**config.mk**
```make
export PLATFORM = sky130hd
export DESIGN_NAME = pin_locked_vote_tally_controller
export DESIGN_NICKNAME = d
export VERILOG_FILES = /design/src/rtl/core/pvtc_pkg.sv /design/src/rtl/core/pin_locked_vote_tally_controller.sv
export SDC_FILE = /design/constraint.sdc
export NUM_CORES = 1
export LEC_CHECK = 0
export BUFFER_PORTS_ARGS = -buffer_cell sky130_fd_sc_hd__buf_2
export CAP_MARGIN = 20
export CORE_ASPECT_RATIO = 2
export CORE_UTILIZATION = 45
export CTS_BUF_LIST = sky130_fd_sc_hd__clkbuf_8
export CTS_CLUSTER_DIAMETER = 100
export CTS_CLUSTER_SIZE = 14
export DETAILED_ROUTE_END_ITERATION = 16
export GPL_ROUTABILITY_DRIVEN = 0
export GPL_TIMING_DRIVEN = 1
export SLEW_MARGIN = 40
export SYNTH_ARGS = -nofsm -noshare
export SYNTH_HDL_FRONTEND = slang
export SYNTH_SLANG_ARGS = --single-unit
```
**constraint.sdc**
```tcl
create_clock -name clk -period 5.6 [get_ports clk]
set_input_delay 0.56 -clock clk [delete_from_list [all_inputs] [get_ports clk]]
set_output_delay 0.56 -clock clk [all_outputs]
set_load 0.02 [all_outputs]
```
**src/rtl/core/pvtc_pkg.sv**
```systemverilog
// types and constants for the pin locked vote tally controller
package pvtc_pkg;

    localparam int PIN_DIGITS_DEF = 5;
    localparam int TALLY_BITS_DEF = 16;

    localparam int PIN_CODE_BITS  = 20;
    localparam int COUNT_BITS     = 3;
    localparam int TOTAL_BITS     = 16;

    localparam logic [PIN_CODE_BITS-1:0] PIN_CODE_RESET = 20'h80085;

    localparam logic [3:0] KEY_ONE        = 4'd1;
    localparam logic [3:0] KEY_LAST_DIGIT = 4'd9;
    localparam logic [3:0] KEY_A          = 4'd10;
    localparam logic [3:0] KEY_D          = 4'd13;
    localparam logic [3:0] KEY_HASH       = 4'd14;
    localparam logic [3:0] KEY_STAR       = 4'd15;

    typedef enum logic [1:0] {
        MODE_PIN   = 2'd0,
        MODE_VOTE  = 2'd1,
        MODE_ADMIN = 2'd2,
        MODE_WAIT  = 2'd3
    } mode_t;

    typedef enum logic [3:0] {
        ST_IGNORED  = 4'd0,
        ST_DIGIT    = 4'd1,
        ST_PIN_OK   = 4'd2,
        ST_PIN_BAD  = 4'd3,
        ST_SELECTED = 4'd4,
        ST_VOTED    = 4'd5,
        ST_INVALID  = 4'd6,
        ST_ADMIN    = 4'd7,
        ST_TOTALS   = 4'd8,
        ST_RESTART  = 4'd9
    } status_t;

endpackage

```
**src/rtl/core/pin_locked_vote_tally_controller.sv**
```systemverilog
// pin locked vote tally controller: key word in, one status word out
// path: an accepted key word is held in the input register, and its status word is then loaded into the result register
// throughput: one key word per cycle while the result register is not stalled, input register then result register
// a stalled result register holds the input side only once the input register is full
// reset: asynchronous, clears mode, pin entry, selection and tallies; pin code back to 80085
module pin_locked_vote_tally_controller #(
    parameter int PIN_DIGITS = pvtc_pkg::PIN_DIGITS_DEF,
    parameter int TALLY_BITS = pvtc_pkg::TALLY_BITS_DEF
) (
    input  logic                               clk,
    input  logic                               rst_n,
    input  logic                               pin_code_we,
    input  logic [pvtc_pkg::PIN_CODE_BITS-1:0] pin_code,
    input  logic                               in_valid,
    output logic                               in_ready,
    input  logic [3:0]                         key,
    output logic                               out_valid,
    input  logic                               out_ready,
    output logic [3:0]                         status,
    output logic [1:0]                         mode_now,
    output logic [pvtc_pkg::COUNT_BITS-1:0]    digits_entered,
    output logic [2:0]                         chosen,
    output logic [pvtc_pkg::TOTAL_BITS-1:0]    total_a,
    output logic [pvtc_pkg::TOTAL_BITS-1:0]    total_b,
    output logic [pvtc_pkg::TOTAL_BITS-1:0]    total_c,
    output logic [pvtc_pkg::TOTAL_BITS-1:0]    total_d
);

    localparam int PIN_BITS = 4 * PIN_DIGITS;
    localparam int CB       = pvtc_pkg::COUNT_BITS;
    localparam int TB       = pvtc_pkg::TOTAL_BITS;

    logic [pvtc_pkg::PIN_CODE_BITS-1:0] pin_code_reg;

    logic                  in_valid_reg;
    logic [3:0]            key_reg;
    logic                  out_valid_reg;

    pvtc_pkg::mode_t       mode_reg, mode_next;
    logic [PIN_BITS-1:0]   entry_reg, entry_next;
    logic [CB-1:0]         count_reg, count_next;
    logic [2:0]            sel_reg, sel_next;
    logic [TALLY_BITS-1:0] tally_reg [4];
    logic [TALLY_BITS-1:0] tally_next [4];

    pvtc_pkg::status_t     status_next;
    logic                  tally_inc;

    logic [3:0]            status_reg;
    logic [1:0]            mode_out_reg;
    logic [CB-1:0]         count_out_reg;
    logic [2:0]            sel_out_reg;
    logic [TB-1:0]         total_reg [4];

    logic                  advance;
    logic                  fire;

    logic                  is_digit;
    logic                  is_cand;
    logic [PIN_BITS-1:0]   entry_shift;
    logic [CB:0]           count_inc;
    logic                  last_digit;
    logic [PIN_BITS+pvtc_pkg::PIN_CODE_BITS-1:0] pin_ext;
    logic                  pin_match;
    logic [1:0]            sel_idx;
    logic [TALLY_BITS-1:0] sel_tally;
    logic [TALLY_BITS+TB-1:0] tally_ext [4];

    // handshake
    assign advance  = !out_valid_reg || out_ready;
    assign fire     = in_valid_reg && advance;
    assign in_ready = !in_valid_reg || advance;

    // shared decode
    assign is_digit    = key_reg <= pvtc_pkg::KEY_LAST_DIGIT;
    assign is_cand     = (key_reg >= pvtc_pkg::KEY_A) && (key_reg <= pvtc_pkg::KEY_D);
    assign entry_shift = PIN_BITS'({entry_reg, key_reg});
    assign count_inc   = {1'b0, count_reg} + (CB+1)'(1);
    assign last_digit  = count_inc == (CB+1)'(PIN_DIGITS);
    assign pin_ext     = {{PIN_BITS{1'b0}}, pin_code_reg};
    assign pin_match   = entry_shift == pin_ext[PIN_BITS-1:0];
    assign sel_idx     = 2'(sel_reg - 3'd1);
    assign sel_tally   = tally_reg[sel_idx];

    // next mode
    always_comb
    begin
        mode_next = mode_reg;
        case (mode_reg)
            pvtc_pkg::MODE_PIN:
            begin
                if (is_digit && last_digit && pin_match)
                    mode_next = pvtc_pkg::MODE_VOTE;
            end
            pvtc_pkg::MODE_VOTE:
            begin
                if (key_reg == pvtc_pkg::KEY_HASH && sel_reg != 3'd0)
                    mode_next = pvtc_pkg::MODE_WAIT;
                else if (key_reg == pvtc_pkg::KEY_STAR)
                    mode_next = pvtc_pkg::MODE_ADMIN;
            end
            pvtc_pkg::MODE_ADMIN:
            begin
                if (is_digit && last_digit)
                    mode_next = pin_match ? pvtc_pkg::MODE_WAIT : pvtc_pkg::MODE_VOTE;
            end
            pvtc_pkg::MODE_WAIT:
            begin
                if (key_reg == pvtc_pkg::KEY_ONE)
                    mode_next = pvtc_pkg::MODE_VOTE;
            end
            default:
            begin
                mode_next = pvtc_pkg::MODE_PIN;
            end
        endcase
    end

    // status and data updates
    always_comb
    begin
        status_next = pvtc_pkg::ST_IGNORED;
        entry_next  = entry_reg;
        count_next  = count_reg;
        sel_next    = sel_reg;
        tally_inc   = 1'b0;
        case (mode_reg)
            pvtc_pkg::MODE_PIN, pvtc_pkg::MODE_ADMIN:
            begin
                if (is_digit)
                begin
                    if (last_digit)
                    begin
                        entry_next = '0;
                        count_next = '0;
                        if (!pin_match)
                            status_next = pvtc_pkg::ST_PIN_BAD;
                        else if (mode_reg == pvtc_pkg::MODE_PIN)
                            status_next = pvtc_pkg::ST_PIN_OK;
                        else
                            status_next = pvtc_pkg::ST_TOTALS;
                    end
                    else
                    begin
                        entry_next  = entry_shift;
                        count_next  = count_inc[CB-1:0];
                        status_next = pvtc_pkg::ST_DIGIT;
                    end
                end
            end
            pvtc_pkg::MODE_VOTE:
            begin
                if (is_cand)
                begin
                    sel_next    = 3'(key_reg - pvtc_pkg::KEY_A) + 3'd1;
                    status_next = pvtc_pkg::ST_SELECTED;
                end
                else if (key_reg == pvtc_pkg::KEY_HASH)
                begin
                    if (sel_reg != 3'd0)
                    begin
                        tally_inc   = 1'b1;
                        status_next = pvtc_pkg::ST_VOTED;
                    end
                    else
                    begin
                        status_next = pvtc_pkg::ST_INVALID;
                    end
                end
                else if (key_reg == pvtc_pkg::KEY_STAR)
                begin
                    entry_next  = '0;
                    count_next  = '0;
                    status_next = pvtc_pkg::ST_ADMIN;
                end
                else
                begin
                    status_next = pvtc_pkg::ST_INVALID;
                end
            end
            pvtc_pkg::MODE_WAIT:
            begin
                if (key_reg == pvtc_pkg::KEY_ONE)
                    status_next = pvtc_pkg::ST_RESTART;
            end
            default:
            begin
                status_next = pvtc_pkg::ST_IGNORED;
            end
        endcase
    end

    // saturating tally update
    always_comb
    begin
        for (int i = 0; i < 4; i++)
        begin
            tally_next[i] = tally_reg[i];
            if (tally_inc && sel_idx == 2'(i) && sel_tally != '1)
                tally_next[i] = tally_reg[i] + TALLY_BITS'(1);
            tally_ext[i] = {{TB{1'b0}}, tally_next[i]};
        end
    end

    always_ff @(posedge clk or negedge rst_n)
    begin
        if (!rst_n)
            pin_code_reg <= pvtc_pkg::PIN_CODE_RESET;
        else if (pin_code_we)
            pin_code_reg <= pin_code;
    end

    always_ff @(posedge clk or negedge rst_n)
    begin
        if (!rst_n)
        begin
            in_valid_reg  <= 1'b0;
            out_valid_reg <= 1'b0;
        end
        else
        begin
            if (in_ready)
                in_valid_reg <= in_valid;
            if (advance)
                out_valid_reg <= in_valid_reg;
        end
    end

    always_ff @(posedge clk)
    begin
        if (in_valid && in_ready)
            key_reg <= key;
    end

    always_ff @(posedge clk or negedge rst_n)
    begin
        if (!rst_n)
        begin
            mode_reg  <= pvtc_pkg::MODE_PIN;
            entry_reg <= '0;
            count_reg <= '0;
            sel_reg   <= '0;
            for (int i = 0; i < 4; i++)
                tally_reg[i] <= '0;
        end
        else if (fire)
        begin
            mode_reg  <= mode_next;
            entry_reg <= entry_next;
            count_reg <= count_next;
            sel_reg   <= sel_next;
            for (int i = 0; i < 4; i++)
                tally_reg[i] <= tally_next[i];
        end
    end

    // result register
    always_ff @(posedge clk)
    begin
        if (fire)
        begin
            status_reg    <= status_next;
            mode_out_reg  <= mode_next;
            count_out_reg <= count_next;
            sel_out_reg   <= sel_next;
            for (int i = 0; i < 4; i++)
                total_reg[i] <= tally_ext[i][TB-1:0];
        end
    end

    assign out_valid      = out_valid_reg;
    assign status         = status_reg;
    assign mode_now       = mode_out_reg;
    assign digits_entered = count_out_reg;
    assign chosen         = sel_out_reg;
    assign total_a        = total_reg[0];
    assign total_b        = total_reg[1];
    assign total_c        = total_reg[2];
    assign total_d        = total_reg[3];

    // a pin entry is only ever in progress while collecting digits
    a_entry_idle: assert property (@(posedge clk) disable iff (!rst_n)
        (mode_reg == pvtc_pkg::MODE_VOTE || mode_reg == pvtc_pkg::MODE_WAIT)
        |-> (count_reg == '0 && entry_reg == '0))
        else $error("pin entry not clear outside digit collection");

    // a vote needs a selection and leads to restart wait
    a_vote_sel: assert property (@(posedge clk) disable iff (!rst_n)
        (fire && status_next == pvtc_pkg::ST_VOTED)
        |-> (sel_reg != 3'd0 && mode_next == pvtc_pkg::MODE_WAIT))
        else $error("vote without selection or wrong next mode");

    // the digit count never reaches the pin length
    a_count_range: assert property (@(posedge clk) disable iff (!rst_n)
        fire |=> ({1'b0, count_reg} < (CB+1)'(PIN_DIGITS)))
        else $error("digit count out of range");

    // a completed word is shown in the result register in the next cycle
    a_result_load: assert property (@(posedge clk) disable iff (!rst_n)
        fire |=> (out_valid_reg && status_reg == $past(status_next)))
        else $error("result register not loaded");

endmodule

```
==> run summary, run 1 <==
Cell Rows -> 74
outcome -> complete, no violations
clock sink total -> 190
HPWL Detailed -> 13900 microns
Fmax -> 0.314 GHz
Synth Flop Type -> dfrtp_1
drc violations -> 0
Final setup viols -> 0
vias -> 6315
TritonCTS clock tree -> done
period utilization -> 56.9%
H-tree levels -> 4
Leakage -> 4.71 nW
peak fanout along the critical path -> 53
Data arrival, critical path -> 3430 ps
final worst clock skew -> 14.4 ps
post-synthesis compound-gate area fraction -> 3.95%
Syn-to-layout area delta -> 11.9%
worst setup path class -> flip-flop to flip-flop
CTS Buf Count -> 17
Gate power share -> 20.5%
crit start category -> flip-flop
sequential share of the synthesized area -> 55.6%
Initial Utilization -> 45.8%
nature of the critical path endpoint -> flip-flop
port bufs -> 106
post-CTS setup buffers -> 0
clock slew at reported path FFs -> 100 ps
vias per inst -> 5.39
ant diodes -> 0
clock latency on the worst-skew pair -> 490 ps
Netlist cell types -> 57
sequential share of power -> 53.3%
Worst-Margin Slew -> 737 ps
gr ovfl total -> 0
Yosys reg bits -> 190
Synth area leaders -> dfrtp_1, edfxtp_1, xor2_1
Setup TNS -> 0 ps
Layout Nets -> 936
post-synthesis xor/xnor area fraction -> 13.3%
post-route cell area -> 10400 sq um
Yosys warning count -> 0
switching part of the total -> 31.8%
Core ar. -> 20300 sq um
Synth async-reset ratio -> 57.9%
max cap viols -> 0
maximum vdd drop -> 0.191 mV
Initial DRT Pass Iterations -> 5
largest net degree at the start of global routing -> 77
Routed wire per std cell -> 16.7 microns
Netlist Area Pre-Place -> 9280 sq um
Avg Cell Area, Syn -> 11.5 sq um
Net Count, Synth -> 849
starting DRC count in detailed routing -> 236
sw power -> 1.05 mW
Mapped Cells -> 806
Clock Root Buffer -> clkbuf_8
Critical Path RT -> 5850 ps
Post-Synth Adder-Cell Area -> 1.89%
vias in the first global route -> 6178
Placed Area -> 10000 sq um
PostCTS Resize Cnt -> 0
# hold bufs at CTS -> 0
initial antenna violation count -> 0
post-synthesis simple-gate area fraction -> 18.0%
fin cells -> 1172
Period minus WS final -> 3180 ps
Cell Int Power -> 2.26 mW
share of cells above drive strength 1 -> 20.3%
commonest non-fill, non-tap cell in the layout -> dfrtp_1
HP Class -> primary input to asynchronous set/reset pin
mux contribution to synthesized area -> 4.11%
area leader, netlist -> dfrtp_1
power after layout -> 3.31 mW
Routed Wire Length -> 19500 microns
most frequent cells in the layout -> dfrtp_1, buf_2, xor2_1
placed cells -> 1139
max_slew headroom -> 50.9%
largest family of logic cells by synthesized area -> simple AND/OR/NAND/NOR gates
Clock Power Share -> 26.2%
Ports -> 107
die height -> 205 microns
PwrDens -> 319 nW/um^2
Post-synth EDFFs -> 80
top cell type's share of synthesized area -> 28.6%
first-pass GRT wire length -> 31600 microns
Slew Viols, Final -> 0
Routed Antenna Nets -> 0
RSZ-0062 raised after global routing -> false
die area -> 21200 sq um
GRT Total Usage -> 19.3%
Hold Fails Final Rpt -> 0
clk buf depth -> 2
die width -> 104 microns
-- kinds of logic after synthesis --
| logic type | count (synthesis) |
|---|---|
| AND/OR/NAND/NOR | 314 |
| multiplexers | 34 |
| buffers and inverters | 62 |
| flip-flops | 190 |
| adder cells (fa/ha/maj) | 14 |
| AO/OA/AOI/OAI | 51 |
| XOR/XNOR | 141 |
-- cell type report --
class	count	area, sq um
fill	1866	9880
sequential	190	5160
multi-input combinational	554	3860
timing repair buffer	114	609
tap	266	333
clock buffer	17	234
clock inverter	15	136
inverter	16	61.3
-- power groups by stage --
| stage | Sequential [mW] | Clock, mW | Combinational (mW) |
|---|---|---|---|
| after CTS | 1.77 | 0.899 | 0.688 |
| after floorplan | 1.82 | 0 | 0.425 |
| after global placement | 1.80 | 0 | 0.679 |
| final | 1.77 | 0.868 | 0.678 |
| after global routing | 1.79 | 0.944 | 0.766 |
| after detailed placement | 1.80 | 0 | 0.685 |
-- path summary, 6_finish.rpt --
path	from	to	slack (ps)	cells after the start
worst max-delay path	key_reg[0]	total_reg[3][1]	2420	8
worst min-delay path	rst_n	pin_code_reg[5]	60	1
worst max register to register	key_reg[0]	total_reg[3][1]	2420	8
worst min register to register	entry_reg[13]	entry_reg[13]	510	2
max in group asynchronous	rst_n	tally_reg[41]	4580	2
min in group clk	key[1]	key_reg[1]	230	1
-- routing by layer --
metal	track usage, %	up-vias	part of all wire [%]
li1	-	3068	-
met1	20.0	3073	38
met2	36.0	135	56
met3	3.91	39	3.3
met4	10.9	0	3.5
met5	0	-	0
-- cells in the mapped netlist, drive strengths merged (2+ instances only) --
master and count:
inv 16, and3 11, or4 2, xor2 101, or2 2, a21o 4, buf 19, edfxtp 80
nor3b 4, nand2b 9, mux2i 4, o21ai 25, and4 11, mux2 30, nor3 49, nor4 34
nor2 25, dfrtp 106, xnor2 40, o32ai 2, nand4 42, ha 14, nand3 35, clkbuf 27
dfstp 4, o211ai 4, a21oi 3, nor4b 2, nand3b 2, and2 7, nand2 75
-- stage by stage --
step | hold WS, ps | worst slack, ps | util, %
2_1_floorplan | 264 | 1470 | -
3_3_place_gp | 490 | 2230 | 49.2
3_5_place_dp | 495 | 2420 | 49.3
4_1_cts | 79.2 | 2400 | 51.1
5_1_grt | 108 | 2190 | 51.3
6_report | 64.4 | 2420 | 51.3
-- worst max-delay path: stages, from the launching register on --
cell	delay, ps
edfxtp_1	480
inv_1	100
ha_1	240
or3b_1	440
a31oi_4	270
nand2_2	70
buf_4	310
o32ai_4	620
mux2_2	390
Power figures use the tool's default switching activity.
==> inputs of run 2 (changes only) <==
--- a/config.mk
+++ b/config.mk
@@ -5,6 +5,7 @@
 export SDC_FILE = /design/constraint.sdc
 export NUM_CORES = 1
 export LEC_CHECK = 0
+export ABC_AREA = 1
 export BUFFER_PORTS_ARGS = -buffer_cell sky130_fd_sc_hd__buf_2
 export CAP_MARGIN = 20
 export CORE_ASPECT_RATIO = 2
==> constraint.sdc (replaced) <==
create_clock -name clk -period 3.34 [get_ports clk]
set_input_delay 0.334 -clock clk [delete_from_list [all_inputs] [get_ports clk]]
set_output_delay 0.334 -clock clk [all_outputs]
set_load 0.02 [all_outputs]
==> run summary, run 2 <==
clock sink total -> 190
HP Class -> primary input to flip-flop
max_slew headroom -> 58.2%
Avg Cell Area, Syn -> 8.13 sq um
HPWL Detailed -> 19200 microns
most frequent cells in the layout -> nand2_1, inv_1, dfrtp_1
port bufs -> 106
Initial Utilization -> 46.0%
Fmax -> 0.364 GHz
post-CTS setup buffers -> 0
top cell type's share of synthesized area -> 25.2%
Synth async-reset ratio -> 57.9%
# hold bufs at CTS -> 12
Netlist Area Pre-Place -> 10500 sq um
Ports -> 107
Initial DRT Pass Iterations -> 5
worst setup path class -> flip-flop to flip-flop
drc violations -> 0
Mapped Cells -> 1293
outcome -> complete, no violations
Data arrival, critical path -> 3010 ps
Routed Antenna Nets -> 0
Synth Flop Type -> dfrtp_1
Routed Wire Length -> 25900 microns
Setup TNS -> 0 ps
clock slew at reported path FFs -> 100 ps
initial antenna violation count -> 0
Yosys warning count -> 0
PostCTS Resize Cnt -> 0
Routed wire per std cell -> 15.3 microns
vias per inst -> 5.12
peak fanout along the critical path -> 12
starting DRC count in detailed routing -> 415
worst path bufs/invs -> 3
crit path max-delay cell type -> edfxtp_1
commonest non-fill, non-tap cell in the layout -> nand2_1
power after layout -> 6.63 mW
Critical Path RT -> 3610 ps
share of cells above drive strength 1 -> 16.8%
TritonCTS clock tree -> done
die area -> 24000 sq um
Period minus WS final -> 2740 ps
cell mode on critical path -> inv_1
H-tree levels -> 4
Yosys reg bits -> 190
maximum vdd drop -> 0.359 mV
critical path, cell by cell -> inv_1 > ha_1 > inv_1 > nand2_1 > a21oi_4 > nand3_4 > nor2_2 > inv_1 > nor2_4 > nand3_1 > and2_1
CTS Buf Count -> 17
area leader, netlist -> dfrtp_1
Clock Root Buffer -> clkbuf_8
Slew Viols, Final -> 0
Synth area leaders -> dfrtp_1, edfxtp_1, nand2_1
Cell Rows -> 78
die height -> 218 microns
Post-synth EDFFs -> 80
final worst clock skew -> 14.4 ps
max cap viols -> 0
Hold Fails Final Rpt -> 0
top post-synthesis cells by count -> nand2_1, inv_1, dfrtp_1
Layout Nets -> 1441
ant diodes -> 0
Syn-to-layout area delta -> 13.2%
largest net degree at the start of global routing -> 96
clk buf depth -> 2
Leakage -> 5.49 nW
Worst path max stage delay -> 460 ps
vias -> 8660
Crit path max-delay family -> simple AND/OR/NAND/NOR gates
RSZ-0062 raised after global routing -> false
gr ovfl total -> 0
PwrDens -> 557 nW/um^2
vias in the first global route -> 8497
first-pass GRT wire length -> 42400 microns
Net Count, Synth -> 1336
period utilization -> 82.1%
most common cell in the synthesized netlist -> nand2_1
Netlist cell types -> 43
Core ar. -> 22800 sq um
nature of the critical path endpoint -> flip-flop
sequential share of the synthesized area -> 49.1%
Final setup viols -> 0
clock latency on the worst-skew pair -> 510 ps
crit start category -> flip-flop
GRT Total Usage -> 23.6%
Worst-Margin Slew -> 623 ps
die width -> 110 microns
==> run 2: cell types whose count changed after synthesis, moves of 38 or more <==
cell	change
nor2_1	+48
xor2_1	-55
o21ai_0	+41
nand2_1	+408
xnor2_1	-38
inv_1	+110
nand3_1	+47
==> run 2: worst register-to-register path: stages (launching register included) <==
cell and delay, ps:
edfxtp_1 460, inv_1 110, ha_1 220, inv_1 70, nand2_1 100, a21oi_4 240
nand3_4 140, nor2_2 450, inv_1 150, nor2_4 260, nand3_1 120, and2_1 170
==> run 2: final timing paths <==
kind	from	end	slack, ps	cells after the start
setup / recovery	key_reg[0]	total_reg[3][6]	600	11
hold / removal	pin_code[11]	pin_code_reg[11]	30	3
setup reg to reg	key_reg[0]	total_reg[3][6]	600	11
hold reg to reg	tally_reg[46]	tally_reg[46]	490	2
max in group asynchronous	rst_n	pin_code_reg[19]	2200	3
min in group asynchronous	rst_n	entry_reg[3]	370	2
==> run 2: metal layers <==
layer	part of all wire, %	vias up	global-route usage [%]	routed length (microns)
met5	0	-	0	0
met4	5.4	0	14.1	1390
met3	3.0	82	4.53	788
met2	55	177	41.8	14100
met1	37	4062	25.2	9560
li1	-	4339	-	-
==> run 2: area by class of cell <==
| type | instances | area [sq um] |
|---|---|---|
| fillers | 2266 | 10900 |
| flip-flops and latches | 190 | 5160 |
| multi-input cells | 928 | 4610 |
| repair buffers | 130 | 781 |
| inverters | 131 | 505 |
| well taps | 280 | 350 |
| clock buffers | 19 | 262 |
| clock inverters | 13 | 234 |
==> run 2: cells by family (layout without fill, tap and decap cells) <==
logic type               Yosys count  in the layout  share of synthesized area [%]
AND/OR/NAND/NOR                  741            741                           30.4
flip-flops                       190            190                           49.1
buffers and inverters            175            293                           7.11
AO/OA/AOI/OAI                    114            114                           6.55
XOR/XNOR                          48             48                           4.00
adder cells (fa/ha/maj)           14             14                           1.67
multiplexers                      11             11                           1.18
==> run 2: report_power, final <==
group          total, mW  internal (mW)  leakage, nW  switching (mW)
sequential          3.08           2.83         2.25           0.253
clock               1.86           1.01        0.250           0.848
combinational       1.68          0.511         3.00            1.17
==> run 2: stage by stage <==
step | utilization (%) | setup WS (ps) | instances | cell area [sq um] | hold slack (ps)
2_1_floorplan | - | 808 | 1293 | 10500 | 38.4
3_3_place_gp | 49.4 | 671 | 1647 | 11300 | 379
3_5_place_dp | 49.4 | 602 | 1647 | 11300 | 392
4_1_cts | 52.1 | 583 | 1691 | 11900 | 1.26
5_1_grt | 52.1 | 372 | 1691 | 11900 | 18.5
6_report | 52.1 | 596 | 1691 | 11900 | 33.6
==> inputs of run 3 (changes only) <==
--- a/config.mk
+++ b/config.mk
@@ -16,6 +16,7 @@
 export DETAILED_ROUTE_END_ITERATION = 16
 export GPL_ROUTABILITY_DRIVEN = 0
 export GPL_TIMING_DRIVEN = 1
+export PLACE_DENSITY = 0.66
 export SLEW_MARGIN = 40
 export SYNTH_ARGS = -nofsm -noshare
 export SYNTH_HDL_FRONTEND = slang
==> constraint.sdc (replaced) <==
create_clock -name clk -period 2.44 [get_ports clk]
set_input_delay 0.244 -clock clk [delete_from_list [all_inputs] [get_ports clk]]
set_output_delay 0.244 -clock clk [all_outputs]
set_load 0.02 [all_outputs]
==> run summary, run 3 (synthesis gave the netlist of run 2 again) <==
outcome -> complete, no violations
nature of the critical path endpoint -> flip-flop
die height -> 218 microns
post-route cell area -> 12400 sq um
Data arrival, critical path -> 2600 ps
Initial Utilization -> 46.0%
Routed Wire Length -> 28000 microns
starting DRC count in detailed routing -> 624
Initial DRT Pass Iterations -> 5
hold path cells -> 3
Clock Root Buffer -> clkbuf_8
switching part of the total -> 36.1%
clock latency on the worst-skew pair -> 500 ps
die width -> 110 microns
Layout Nets -> 1502
most frequent cells in the layout -> nand2_1, inv_1, dfrtp_1
max cap viols -> 0
clock sink total -> 190
TritonCTS clock tree -> done
hold slack -> 255 ps
ant diodes -> 0
maximum vdd drop -> 0.519 mV
Core ar. -> 22800 sq um
Worst path max stage delay -> 440 ps
FF-to-FF setup slack -> 100 ps
Placed Area -> 11600 sq um
commonest non-fill, non-tap cell in the layout -> nand2_1
Cell Rows -> 78
peak fanout along the critical path -> 7
Worst-Margin Slew -> 724 ps
final worst clock skew -> 14.7 ps
H-tree levels -> 4
port bufs -> 106
vias -> 9016
end of the worst hold path -> pin_code_reg[17]
HP Class -> primary input to flip-flop
vias in the first global route -> 8781
Critical Path RT -> 2700 ps
Slew Viols, Final -> 0
max_slew headroom -> 51.8%
Worst R2R Start -> key_reg[0]
crit start category -> flip-flop
worst setup path class -> flip-flop to flip-flop
Reg2Reg Depth -> 11
r2r endpoint -> total_reg[3][5]
Clock Power Share -> 23.7%
sequential share of power -> 48.2%
crit path max-delay cell type -> edfxtp_1
GRT Total Usage -> 24.2%
Filler Cells Inserted -> 2169
RSZ-0062 raised after global routing -> true
gr ovfl total -> 0
Fmax -> 0.427 GHz
HPWL Detailed -> 20400 microns
sw power -> 3.17 mW
share of cells above drive strength 1 -> 19.7%
Ports -> 107
Hold Fails Final Rpt -> 0
Syn-to-layout area delta -> 18.1%
PwrDens -> 708 nW/um^2
fin util -> 54.4%
Final setup viols -> 0
Leakage -> 5.77 nW
critical path, cell by cell -> inv_2 > ha_1 > inv_1 > nand2_1 > a21oi_4 > nand3_4 > nor2_4 > inv_2 > nor2_4 > nand3_1 > and2_1
vias per inst -> 5.15
largest net degree at the start of global routing -> 61
clk buf depth -> 2
Routed wire per std cell -> 16.0 microns
Routed Antenna Nets -> 0
drc violations -> 0
Cell Int Power -> 5.61 mW
Min-Delay Startpoint -> pin_code_we
clock slew at reported path FFs -> 90 ps
initial antenna violation count -> 0
Gate power share -> 28.1%
Period minus WS final -> 2340 ps
first-pass GRT wire length -> 43500 microns
CTS Buf Count -> 17
period utilization -> 95.9%
die area -> 24000 sq um
## run 3: layer usage
layer	share of wire [%]	vias up	GRT usage [%]	routed length, microns
met3	3.4	82	3.97	960
met1	37	4242	25.0	10200
met2	55	229	44.5	15400
met4	5.0	0	14.2	1410
li1	-	4463	-	-
met5	0	-	0	0
## run 3: cell type report
| class | count | area [sq um] | area share, % |
|---|---|---|---|
| repair buffers | 190 | 1320 | 10.7 |
| well taps | 280 | 350 | 2.82 |
| clock buffers | 19 | 262 | 2.11 |
| multi-input cells | 929 | 4690 | 37.8 |
| clock inverters | 13 | 121 | 0.978 |
| inverters | 131 | 505 | 4.07 |
| flip-flops and latches | 190 | 5160 | 41.6 |
## run 3: metrics by stage
stage / setup slack (ps) / instances / power (mW) / setup TNS [ps]
3_3_place_gp: -49.6 / 1685 / 6.61 / -216
6_report: 99.7 / 1752 / 8.79 / 0
2_1_floorplan: 26.7 / 1293 / 5.88 / 0
4_1_cts: 15.9 / 1745 / 8.81 / 0
5_1_grt: -16.3 / 1752 / 9.30 / -66.8
3_5_place_dp: -50.6 / 1685 / 6.68 / -277
## run 3: timing repair
item	4_1_cts	5_1_grt
pin swaps	1	6
hold buffers	27	0
buffers inserted	1	5
resized for setup	4	16
cloned	0	2
setup endpoints to repair	22	68
endpoints found under the hold margin	68	0
## run 3: worst max-delay path by stage
stage,cells past startpoint,to,from
floorplan,13,total_reg[1][0],sel_reg[0]
global placement,12,total_reg[3][13],sel_reg[0]
detailed placement,12,total_reg[3][13],sel_reg[0]
CTS,12,total_reg[3][13],sel_reg[0]
global route,11,total_reg[3][7],key_reg[0]
finish,11,total_reg[3][5],key_reg[0]
## run 3: power by group through the flow
stage	logic, mW	registers (mW)	clock network, mW
global route	2.76	4.29	2.24
detailed placement	2.39	4.28	0
CTS	2.44	4.22	2.14
floorplan	1.45	4.44	0
finish	2.47	4.23	2.08
global placement	2.34	4.27	0
## run 3: critical path, delay by kind of cell, from the launching register on
family / cells / cell delay (ps)
compound gates: 1 / 220
buf+inv: 3 / 210
simple gates: 6 / 1010
flops: 1 / 440
fa+ha+maj: 1 / 220
